==> src/sv/kkpd_pkg.sv <==
// Shared types, constants and the CORDIC angle table for the k-space phase drift unit.
package kkpd_pkg;

   localparam int MAX_LOG2_SIDE = 10;
   localparam int SAMPLE_WIDTH  = 48;
   localparam int GUARD         = 12;
   localparam int CORDIC_ITERS  = 31;
   localparam int INDEX_WIDTH   = 30;
   localparam int WORK_WIDTH    = 64;
   localparam logic [29:0] GAIN_Q30 = 30'd652032874;

   localparam logic [1:0] REG_DIMENSIONS = 2'd0;
   localparam logic [1:0] REG_LOG2_SIDE  = 2'd1;
   localparam logic [1:0] REG_PHASE_STEP = 2'd2;

   typedef struct packed {
      logic [INDEX_WIDTH-1:0]  site_index;
      logic [SAMPLE_WIDTH-1:0] re;
      logic [SAMPLE_WIDTH-1:0] im;
   } sample_type;

   // classified item handed from front to back
   typedef struct packed {
      logic [INDEX_WIDTH-1:0]  site_index;
      logic [SAMPLE_WIDTH-1:0] re;
      logic [SAMPLE_WIDTH-1:0] im;
      logic [1:0]              quadrant;
      logic [30:0]             residual;  // signed, [-2^29, 2^29)
      logic [5:0]              shift;
   } task_type;

   typedef struct packed {
      logic [WORK_WIDTH-1:0] x;
      logic [WORK_WIDTH-1:0] y;
      logic [30:0]           z;
   } rot_type;

   function automatic logic [31:0] atan_turns(input logic [4:0] i);
      logic [31:0] r;
      unique case (i)
         5'd0:  r = 32'h20000000;  5'd1:  r = 32'h12E4051E;
         5'd2:  r = 32'h09FB385B;  5'd3:  r = 32'h051111D4;
         5'd4:  r = 32'h028B0D43;  5'd5:  r = 32'h0145D7E1;
         5'd6:  r = 32'h00A2F61E;  5'd7:  r = 32'h00517C55;
         5'd8:  r = 32'h0028BE53;  5'd9:  r = 32'h00145F2F;
         5'd10: r = 32'h000A2F98;  5'd11: r = 32'h000517CC;
         5'd12: r = 32'h00028BE6;  5'd13: r = 32'h000145F3;
         5'd14: r = 32'h0000A2FA;  5'd15: r = 32'h0000517D;
         5'd16: r = 32'h000028BE;  5'd17: r = 32'h0000145F;
         5'd18: r = 32'h00000A30;  5'd19: r = 32'h00000518;
         5'd20: r = 32'h0000028C;  5'd21: r = 32'h00000146;
         5'd22: r = 32'h000000A3;  5'd23: r = 32'h00000051;
         5'd24: r = 32'h00000029;  5'd25: r = 32'h00000014;
         5'd26: r = 32'h0000000A;  5'd27: r = 32'h00000005;
         5'd28: r = 32'h00000003;  5'd29: r = 32'h00000001;
         5'd30: r = 32'h00000001;
         default: r = 32'h0;
      endcase
      return r;
   endfunction

endpackage

==> src/sv/kkpd_queue.sv <==
// Short request queue between front and back ends.
module kkpd_queue import kkpd_pkg::*; (
   input  logic     clock,
   input  logic     reset,
   input  logic     push,
   input  task_type push_data,
   input  logic     pop,
   output logic     not_empty,
   output logic [3:0] fill,
   output task_type pop_data
);
   localparam int DEPTH = 8;
   task_type   mem_ff [DEPTH];
   logic [2:0] wr_ff, rd_ff;
   logic [3:0] cnt_ff;

   always_ff @(posedge clock) begin
      if (reset) begin
         wr_ff  <= '0;
         rd_ff  <= '0;
         cnt_ff <= '0;
      end else begin
         if (push) wr_ff <= wr_ff + 3'd1;
         if (pop)  rd_ff <= rd_ff + 3'd1;
         cnt_ff <= cnt_ff + 4'(push) - 4'(pop);
      end
      if (push) mem_ff[wr_ff] <= push_data;
   end

   assign not_empty = (cnt_ff != 4'd0);
   assign fill      = cnt_ff;
   assign pop_data  = mem_ff[rd_ff];
endmodule

==> config.mk <==
export PLATFORM = sky130hd
export DESIGN_NAME = kkpd_queue
export DESIGN_NICKNAME = d
export VERILOG_FILES = /design/src/sv/kkpd_pkg.sv /design/src/sv/kkpd_queue.sv
export SDC_FILE = /design/constraint.sdc
export NUM_CORES = 1
export LEC_CHECK = 0
export BUFFER_PORTS_ARGS = -buffer_cell sky130_fd_sc_hd__buf_2
export CORE_AREA = 3 3 343 260
export CTS_CLUSTER_DIAMETER = 50
export DETAILED_ROUTE_END_ITERATION = 10
export DIE_AREA = 0 0 346 263
export GPL_ROUTABILITY_DRIVEN = 0
export PLACE_DENSITY = 0.83
export SETUP_SLACK_MARGIN = 0.02
export SLEW_MARGIN = 15
export SYNTH_ARGS = -nofsm -noshare
export SYNTH_HDL_FRONTEND = slang
export SYNTH_SLANG_ARGS = --single-unit
export TNS_END_PERCENT = 30
==> constraint.sdc <==
create_clock -name clock -period 31.5 [get_ports clock]
set_input_delay 3.15 -clock clock [delete_from_list [all_inputs] [get_ports clock]]
set_output_delay 3.15 -clock clock [all_outputs]
set_load 0.01 [all_outputs]
==> results.md <==
* Status: completed
* Pwr/cell area at 64.9 mW/mm2
* Mux cell area share after synthesis at 19.4%
* Setup_tns at 0 ps
* Synthesis Warnings at 0
* Hpwl dp at about 55 mm
* VDD IR max at 0.0551 mV
* DR vias at between 20,000 and 25,000
* MaxCap Viol Count at 0
* Setup CP Type: reg2out
* Max FO, Critical Path at 59
* Core Area at around 0.086 mm2
* Crit share post-route at 28.2%
* Global-route usage over all layers at between 20% and 30%
* Leakage at 18.4 nW
* Simple-Gate Fraction of Synth Area at less than 1%
* Setup crit end kind: primary output
* 1st-pass router iterations at 5
* Detailed Route Iter0 Violations at 2,180
* Critical path's largest stage delay at 1050 ps
* TritonCTS clock tree: done
* Post-route ant nets at 0
* Port bufs at 338
* Setup Viol. Count Final at 0
* DIE WIDTH at 346 um
* Largest family of logic cells by synthesized area: multiplexers
* Clock buffer count from CTS at 116
* Critical Path, Cell by Cell: buf_4, buf_4, buf_4, mux4_1, mux2_2, buf_2
* P&R area growth vs syn at 13.3%
* Total overflow reported by the global router at 0
* CTS Hold Buffers Added at 0
* FMAX at between 100 and 150 MHz
* Post-Synth Adder-Cell Area at 0.212%
* CTS resizes at 0
* Cells after Synth at approximately 2,000
* Slowest cell on the critical path: dfxtp_4
* Post-synthesis compound-gate area fraction at less than 1%
* RSZ-0062 raised after global routing: false
* # rows at 93
* Slew Limit Fails at 0
* Fin nets at 2,556
* Post-Route Utilization at 66.9%
* # H-tree levels at 3
* Worst Tran Pin Value at 1350 ps
* Hold crit path type: reg2reg
* Area post-placement at 0.0536 mm2
* Mean routed wirelength per cell at ~28 um
* Root buffer cell: clkbuf_16
* Register area share after synthesis at about four fifths
* Post-Layout Inst Area at 0.0574 mm2
* Final hold vios at 0
* Post-synthesis cell type count at 24
* Clk slew on worst S/H paths at 70 ps
* Post-CTS setup buffers at 0
* Final wirelength at 102 mm
* #FFs+latches synth at approximately 1,300
* Top Ports at 339
* CTS sink cnt at 1,333
* Largest net degree at the start of global routing at 173
* WP data arrival at 5730 ps
* Syn Nets at about 2,200
* Initial antenna violation count at 26
* CP Launch Type: flip-flop
* Clock skew at ~18 ps
* Slew margin rel. at 10.1%
* Mapped cell area at 0.0507 mm2
* Syn_area_per_cell at 25.7 um2
* Clk Latency, worst-skew pair at 700 ps
* Die area at 0.0910 mm2
* Die Ht at 263 um
* Post-synthesis xor/xnor area fraction at 0.0864%
* First-pass GRT wire length at 153 mm
* Vias per cell at 6.17
* DRC at 0
* Vias in the first global route at between 20,000 and 25,000
* Min Tclk post-route at about 9000 ps
* Maximum buffer depth of the clock tree at 3
* Initial core utilization at 59.0%
* Most numerous cell on the critical path: buf_4
* WP data required at 28,350 ps
* Share of cells above drive strength 1 at between 30% and 40%
==> area by class of cell <==
cell class              instances  area [um2]
flip-flops and latches       1333       39900
fillers                      5078       28500
multi-input cells             542       10200
clock buffers                 139        3030
repair buffers                379        2020
well taps                    1140        1430
clock inverters                70         777
diodes                         20        50.0
inverters                       7        26.3
==> routing by layer <==
metal / GRT usage, % / routed length, um / vias to the layer above
li1: - / - / 9460
met1: 30.6 / 39900 / 11900
met2: 37.4 / 52200 / 828
met3: 5.42 / 7950 / 170
met4: 6.52 / 2150 / 20
met5: 0 / 128 / -
==> final timing paths <==
check             cells after the start  slack [ps]             startpoint                  endpoint
hold / removal                        2         550  rd_ff[1]$_SDFFE_PP0P_                 flip-flop
setup / recovery                      6       22630              flip-flop             pop_data[123]
setup reg to reg                      4       28070  wr_ff[1]$_SDFFE_PP0P_  mem_ff[7][126]$_DFFE_PP_
hold reg to reg                       2         550  rd_ff[1]$_SDFFE_PP0P_                 flip-flop
==> state kept, by name, summed over array words and instances (netlist names), named ones only <==
register  cells
mem_ff     1320
wr_ff         3
rd_ff         3
fill          4
==> synthesized netlist by cell type <==
| cell type | count | area (um2) |
|---|---|---|
| inv_1 | 7 | 26.3 |
| buf_2 | 7 | 35.0 |
| buf_8 | 3 | 45.0 |
| buf_6 | 31 | 349 |
| mux2i_1 | 2 | 20.0 |
| a31o_2 | 1 | 8.76 |
| clkbuf_1 | 35 | 131 |
| mux4_2 | 193 | 4350 |
| mux4_1 | 137 | 3600 |
| a21oi_1 | 2 | 10.0 |
| ha_1 | 7 | 87.6 |
| nand3_1 | 2 | 10.0 |
| xor2_1 | 3 | 26.3 |
| dfxtp_1 | 13 | 260 |
| nand2b_1 | 4 | 25.0 |
| nand2_1 | 4 | 15.0 |
| mux2_2 | 165 | 1860 |
| nor3_1 | 2 | 10.0 |
| nor2b_1 | 1 | 6.26 |
| nor2_1 | 16 | 60.1 |
| buf_1 | 17 | 63.8 |
| edfxtp_1 | 1320 | 39600 |
| xnor2_1 | 2 | 17.5 |
| fa_1 | 1 | 20.0 |
==> cell families after synthesis <==
family          count (synthesis)
xor+xnor                        5
buf+inv                       100
compound gates                  3
simple gates                   29
mux                           497
fa+ha+maj                       8
flops                        1333
==> metrics by stage <==
stage	total power [W]	hold WS, ps	setup slack, ps	instances
CTS	0.00375	551	22420	3610
global route	0.00385	579	22160	3618
global placement	0.00233	502	23390	3401
detailed placement	0.00235	534	23250	3401
floorplan	0.00225	485	16240	1975
finish	0.00372	545	22630	3630
==> where the power goes <==
group          total [W]  internal (W)  switching, W
Clock            0.00141      0.000796      0.000618
Combinational   0.000295      0.000136      0.000159
Sequential       0.00202       0.00200     0.0000174
Total            0.00372       0.00293      0.000794
==> layout by cell type (no fill, tap or decap), types with 2 or more instances in the layout <==
master	n
a21oi_1	2
buf_12	2
buf_2	338
buf_4	39
bufinv_16	13
clkbuf_1	21
clkbuf_16	118
clkinv_1	21
clkinv_16	2
clkinv_2	18
clkinv_4	3
clkinvlp_4	5
dfxtp_1	10
dfxtp_4	3
diode_2	20
edfxtp_1	1320
ha_1	7
inv_1	7
inv_6	4
inv_8	2
mux2_2	165
mux2i_1	2
mux4_1	137
mux4_2	193
nand2_1	4
nand2b_1	4
nand3_1	2
nor2_1	10
nor2_4	6
nor3_2	2
xnor2_1	2
xor2_1	3
==> critical path, delay by kind of cell, from the launching register on <==
kind	cells	cell delay (ps)
muxes	2	990
buffers and inverters	4	2800
DFF	1	1050
(Power assumes the default switching activity.)
