$ cat src/sv/kkpd_pkg.sv
// Shared types, constants and the CORDIC angle table for the k-space phase drift unit.
package kkpd_pkg;

   localparam int MAX_LOG2_SIDE = 10;
   localparam int SAMPLE_WIDTH  = 48;
   localparam int GUARD         = 12;
   localparam int CORDIC_ITERS  = 31;
   localparam int INDEX_WIDTH   = 30;
   localparam int WORK_WIDTH    = 64;
   localparam logic [29:0] GAIN_Q30 = 30'd652032874;

   localparam logic [1:0] REG_DIMENSIONS = 2'd0;
   localparam logic [1:0] REG_LOG2_SIDE  = 2'd1;
   localparam logic [1:0] REG_PHASE_STEP = 2'd2;

   typedef struct packed {
      logic [INDEX_WIDTH-1:0]  site_index;
      logic [SAMPLE_WIDTH-1:0] re;
      logic [SAMPLE_WIDTH-1:0] im;
   } sample_type;

   // classified item handed from front to back
   typedef struct packed {
      logic [INDEX_WIDTH-1:0]  site_index;
      logic [SAMPLE_WIDTH-1:0] re;
      logic [SAMPLE_WIDTH-1:0] im;
      logic [1:0]              quadrant;
      logic [30:0]             residual;  // signed, [-2^29, 2^29)
      logic [5:0]              shift;
   } task_type;

   typedef struct packed {
      logic [WORK_WIDTH-1:0] x;
      logic [WORK_WIDTH-1:0] y;
      logic [30:0]           z;
   } rot_type;

   function automatic logic [31:0] atan_turns(input logic [4:0] i);
      logic [31:0] r;
      unique case (i)
         5'd0:  r = 32'h20000000;  5'd1:  r = 32'h12E4051E;
         5'd2:  r = 32'h09FB385B;  5'd3:  r = 32'h051111D4;
         5'd4:  r = 32'h028B0D43;  5'd5:  r = 32'h0145D7E1;
         5'd6:  r = 32'h00A2F61E;  5'd7:  r = 32'h00517C55;
         5'd8:  r = 32'h0028BE53;  5'd9:  r = 32'h00145F2F;
         5'd10: r = 32'h000A2F98;  5'd11: r = 32'h000517CC;
         5'd12: r = 32'h00028BE6;  5'd13: r = 32'h000145F3;
         5'd14: r = 32'h0000A2FA;  5'd15: r = 32'h0000517D;
         5'd16: r = 32'h000028BE;  5'd17: r = 32'h0000145F;
         5'd18: r = 32'h00000A30;  5'd19: r = 32'h00000518;
         5'd20: r = 32'h0000028C;  5'd21: r = 32'h00000146;
         5'd22: r = 32'h000000A3;  5'd23: r = 32'h00000051;
         5'd24: r = 32'h00000029;  5'd25: r = 32'h00000014;
         5'd26: r = 32'h0000000A;  5'd27: r = 32'h00000005;
         5'd28: r = 32'h00000003;  5'd29: r = 32'h00000001;
         5'd30: r = 32'h00000001;
         default: r = 32'h0;
      endcase
      return r;
   endfunction

endpackage

$ cat src/sv/kkpd_front.sv
// Front end: wavenumber, angle and quadrant for each request, three stages.
module kkpd_front import kkpd_pkg::*; (
   input  logic        clock,
   input  logic        reset,
   input  logic        advance,
   input  logic        in_valid,
   input  sample_type  in_data,
   input  logic [1:0]  dimensions,
   input  logic [3:0]  log2_side,
   input  logic [31:0] phase_step,
   output logic        out_valid,
   output task_type    out_data
);
   localparam int COORD_W = MAX_LOG2_SIDE;
   localparam int SQ_W    = 2 * COORD_W;
   localparam int K2_W    = SQ_W + 2;

   logic                 s1_valid_ff, s2_valid_ff, s3_valid_ff;
   sample_type           s1_data_ff, s2_data_ff, s3_data_ff;
   logic [5:0]           s1_shift_ff, s2_shift_ff, s3_shift_ff;
   logic [COORD_W-1:0]   m_in [3];
   logic [COORD_W-1:0]   m_ff [3];
   logic [K2_W-1:0]      k2_in, k2_ff;
   logic [31:0]          ang_ff;
   logic                 three_d;
   logic [3:0]           lg;
   logic [5:0]           shift_in;
   logic [INDEX_WIDTH-1:0] idx_sh;
   logic [COORD_W:0]     side, half, c;
   logic [31:0]          b;

   always_comb begin
      three_d  = (dimensions == 2'd3);
      lg       = (log2_side > 4'(MAX_LOG2_SIDE)) ? 4'(MAX_LOG2_SIDE) : log2_side;
      side     = (COORD_W+1)'(1) << lg;
      half     = side >> 1;
      shift_in = 6'(GUARD) + (three_d ? 6'(3 * lg) : 6'(2 * lg));
      for (int a = 0; a < 3; a++) begin
         idx_sh = in_data.site_index >> (a * lg);
         c = (COORD_W+1)'(idx_sh) & (side - 1'b1);
         if (a == 0 && !three_d) c = c;
         m_in[a] = (c <= half) ? COORD_W'(c) : COORD_W'(side - c);
         if (a == 2 && !three_d) m_in[a] = '0;
      end
      k2_in = K2_W'(m_ff[0] * m_ff[0]) + K2_W'(m_ff[1] * m_ff[1])
            + K2_W'(m_ff[2] * m_ff[2]);
      b = ang_ff + 32'h20000000;
   end

   always_ff @(posedge clock) begin
      if (reset) begin
         s1_valid_ff <= 1'b0;
         s2_valid_ff <= 1'b0;
         s3_valid_ff <= 1'b0;
      end else if (advance) begin
         s1_valid_ff <= in_valid;
         s2_valid_ff <= s1_valid_ff;
         s3_valid_ff <= s2_valid_ff;
      end
      if (advance) begin
         s1_data_ff  <= in_data;
         s1_shift_ff <= shift_in;
         m_ff        <= m_in;
         s2_data_ff  <= s1_data_ff;
         s2_shift_ff <= s1_shift_ff;
         k2_ff       <= k2_in;
         s3_data_ff  <= s2_data_ff;
         s3_shift_ff <= s2_shift_ff;
         ang_ff      <= 32'(phase_step * {{(32-K2_W){1'b0}}, k2_ff});
      end
   end

   assign out_valid           = s3_valid_ff;
   assign out_data.site_index = s3_data_ff.site_index;
   assign out_data.re         = s3_data_ff.re;
   assign out_data.im         = s3_data_ff.im;
   assign out_data.quadrant   = b[31:30];
   assign out_data.residual   = 31'({1'b0, b[29:0]}) - 31'h20000000;
   assign out_data.shift      = s3_shift_ff;
endmodule

$ cat config.mk
export PLATFORM = sky130hd
export DESIGN_NAME = kkpd_front
export DESIGN_NICKNAME = d
export VERILOG_FILES = /design/src/sv/kkpd_pkg.sv /design/src/sv/kkpd_front.sv
export SDC_FILE = /design/constraint.sdc
export NUM_CORES = 2
export LEC_CHECK = 0
export ABC_AREA = 1
export BUFFER_PORTS_ARGS = -buffer_cell sky130_fd_sc_hd__buf_2
export CAP_MARGIN = 10
export CORE_MARGIN = 3
export CORE_UTILIZATION = 60
export CTS_BUF_LIST = sky130_fd_sc_hd__clkbuf_8
export CTS_CLUSTER_SIZE = 16
export DETAILED_ROUTE_END_ITERATION = 8
export MAX_ROUTING_LAYER = met4
export PLACE_DENSITY = 0.8
export SYNTH_ARGS = -nofsm -noshare
export SYNTH_HDL_FRONTEND = slang
export SYNTH_SLANG_ARGS = --single-unit
$ cat constraint.sdc
create_clock -name clock -period 10.3 [get_ports clock]
set_input_delay 1.03 -clock clock [delete_from_list [all_inputs] [get_ports clock]]
set_output_delay 1.03 -clock clock [all_outputs]
set_load 0.005 [all_outputs]
==> impl_metrics.ini <==
[run_status]
status = complete, but fails checks
violations = DRC

[setup_path]
worstSetupEndpointType = flop
max_stage_delay_ns = 0.65
cp_common_cell = fa_1
crit_fanout = 10
critPathTopFamily = adder cells
setup.worst_path.start_class = flop
crit_buf_inv = 5
cp_slowest_cell = a2111oi_0
path_class = reg -> reg
crit_required_ns = 10.70
arrival_ns = 7.83

[clock_network]
cts_inserted_buffers = 74
htree_levels = 3
clk_pin_slew_ns = 0.06
postCtsSetupBuffers = 0
insertion_delay_ns = 0.65
cts_tree = done
hold_buffers = 0
cts_sinks = 483
post_cts_resized = 0
clockBufferDepth = 3
cts_root_buf = clkbuf_8

[synthesis]
ys_types = 60
synth_flop_cell = edfxtp_1
synth.avg_cell_area_um2 = 10.1
synth_fa_ha_area_share_pct = 35.9
syn_area_mm2 = 0.0418
yosys_warnings = 0
synth_compound_area_share_pct = 3.28
synth_top_family_by_area = adder cells
synth-edff-count = 480
synthesis.nets = 5141
netlist_instances = 4127
synth-simple-area-share_pct = 12.2
synthArstFlopShare_pct = 0
synth.area.mux_share_pct = 0
synth_xor_area_share_pct = 2.53
seq_area_frac_synth_pct = 34.6
ys_ff_latch = 483

[floorplan]
core_area_mm2 = 0.0688
start_util_pct = 60.8
dieArea_mm2 = 0.0729
die_w_um = 270
num_rows = 96
io_pins = 334
fp.dieH_um = 270

[sta]
max_freq_ghz = 0.135
fin_crit_sh_pct = 72.1
finalHoldViolations = 0
period_needed_ns = 7.43
skew_ns = 0.0304
finalSetupViolations = 0
drv_slew = 0
rsz0062_at_grt = no
tns_ns = 0
maxSlewHeadroom_pct = 27.0
tightest_slew_ns = 1.09

[global_routing]
grt.busiest_layer = met2
met2_usage_pct = 48.2
grt_antenna_before_repair = 14
grt_pass1_wl_um = 160000
grt_pass1_vias = 30300
grt_max_degree = 122
met1_usage_pct = 35.3
grt_overflow_total = 0
grt.total_usage_pct = 28.9
met3_usage_pct = 5.17

[route]
wl_per_cell_um = 18.3
drc_errors = 2
routed_wl_um = 98500
antenna_left = 0
viasPerCell = 5.29
dr.pass1.iters = 9
drtIter0Drc = 2606
dr_total_vias = 28500

[layout]
regArea_mm2 = 0.0145
area_delta_synth_final_pct = 8.45
drive_gt1_share_pct = 11.4
multiInputGateArea_mm2 = 0.0225
nets = 5387
layout.cells.non_filler = 5374
post-route-util_pct = 65.9
final_cell_mix = inv_1 (1072), nand2_1 (881), fa_1 (589), edfxtp_1 (480), buf_2 (332)
layout_commonest_cell = inv_1
n_fill_cell = 5265

[run]
maxCapViolations = 0

[placement]
dp.cells = 5228
io_buffer_count = 333
hpwl_um = 78000
gp_congestion = 0.976

[worst_hold_path]
hp-class = reg -> reg
flip-flops by register name (all words and copies together), names as in the netlist, 22 cells and up:
signal	count
out_data	126
s1_data_ff	126
s2_data_ff	126
ang_ff	32
m_ff	30
k2_ff	22
path summary, 6_finish.rpt:
| path | from | endpoint | slack, ns | cells past startpoint |
|---|---|---|---|---|
| setup / recovery | m_ff[22] | k2_ff[21] | 2.87 | 25 |
| hold / removal | s1_data_ff[34] | s2_data_ff[34] | 0.40 | 0 |
| hold reg to reg | s1_data_ff[34] | s2_data_ff[34] | 0.40 | 0 |
| setup reg to reg | m_ff[22] | k2_ff[21] | 2.87 | 25 |
through the flow:
stage	cell area, µm²	worst slack (ns)	hold WS (ns)
floorplan	41800	3.41	0.400
global placement	43900	3.05	0.400
detailed placement	43900	2.93	0.405
CTS	45300	2.93	0.398
global route	45400	2.40	0.416
finish	45400	2.87	0.404
cell type report:
cell class	count	area share (%)
well taps	931	2.57
flip-flops and latches	483	31.9
diodes	14	0.0772
repair buffers	348	3.94
multi-input cells	2411	49.7
clock inverters	57	0.827
clock buffers	75	2.28
inverters	1055	8.74
layer usage:
metal | vias to the layer above | routed length (µm) | part of all wire [%]
met5 | - | 0 | 0
met2 | 1261 | 49500 | 50
li1 | 13000 | - | -
met3 | 286 | 7810 | 7.9
met4 | 0 | 3940 | 4.0
met1 | 13900 | 37300 | 38
synthesized netlist by cell type (3+ instances only):
cell type / n / area [µm²]
nand2_4: 3 / 33.8
o31ai_1: 3 / 22.5
o221ai_1: 4 / 35.0
nand3_1: 149 / 746
o21a_1: 3 / 22.5
a31oi_1: 11 / 68.8
nor2_8: 3 / 60.1
nand2_1: 881 / 3310
buf_1: 10 / 37.5
o211ai_1: 9 / 67.6
xnor2_1: 47 / 412
xor2_1: 70 / 613
buf_6: 6 / 67.6
nand4_1: 26 / 163
edfxtp_1: 480 / 14400
ha_1: 257 / 3220
o22ai_1: 3 / 18.8
a21boi_1: 3 / 22.5
or2_2: 5 / 31.3
nor3_1: 6 / 30.0
nand3b_1: 3 / 22.5
nor4_1: 5 / 31.3
buf_4: 36 / 270
nand3_2: 8 / 80.1
o21ai_2: 3 / 26.3
a21oi_1: 84 / 420
nor3_4: 3 / 48.8
nor2_2: 3 / 18.8
a21o_1: 4 / 30.0
o21ai_1: 24 / 120
fa_1: 589 / 11800
nor2_4: 3 / 33.8
buf_2: 11 / 55.1
nand2_2: 12 / 75.1
a211oi_1: 4 / 30.0
nor2_1: 93 / 349
inv_2: 13 / 48.8
o21ai_0: 66 / 330
inv_1: 1041 / 3910
dfxtp_1: 3 / 60.1
clkbuf_1: 115 / 432
o2111ai_1: 3 / 26.3
cell families (layout without fill, tap and decap cells):
| logic type | after synthesis | count (layout) |
|---|---|---|
| buf+inv | 1233 | 1535 |
| simple gates | 1209 | 1209 |
| fa+ha+maj | 846 | 846 |
| flops | 483 | 483 |
| compound gates | 237 | 237 |
| xor+xnor | 119 | 119 |
| other cells | 0 | 14 |
Power is not shown: default switching activity piles up to over one toggle a cycle in this logic, so the estimate is an artifact.
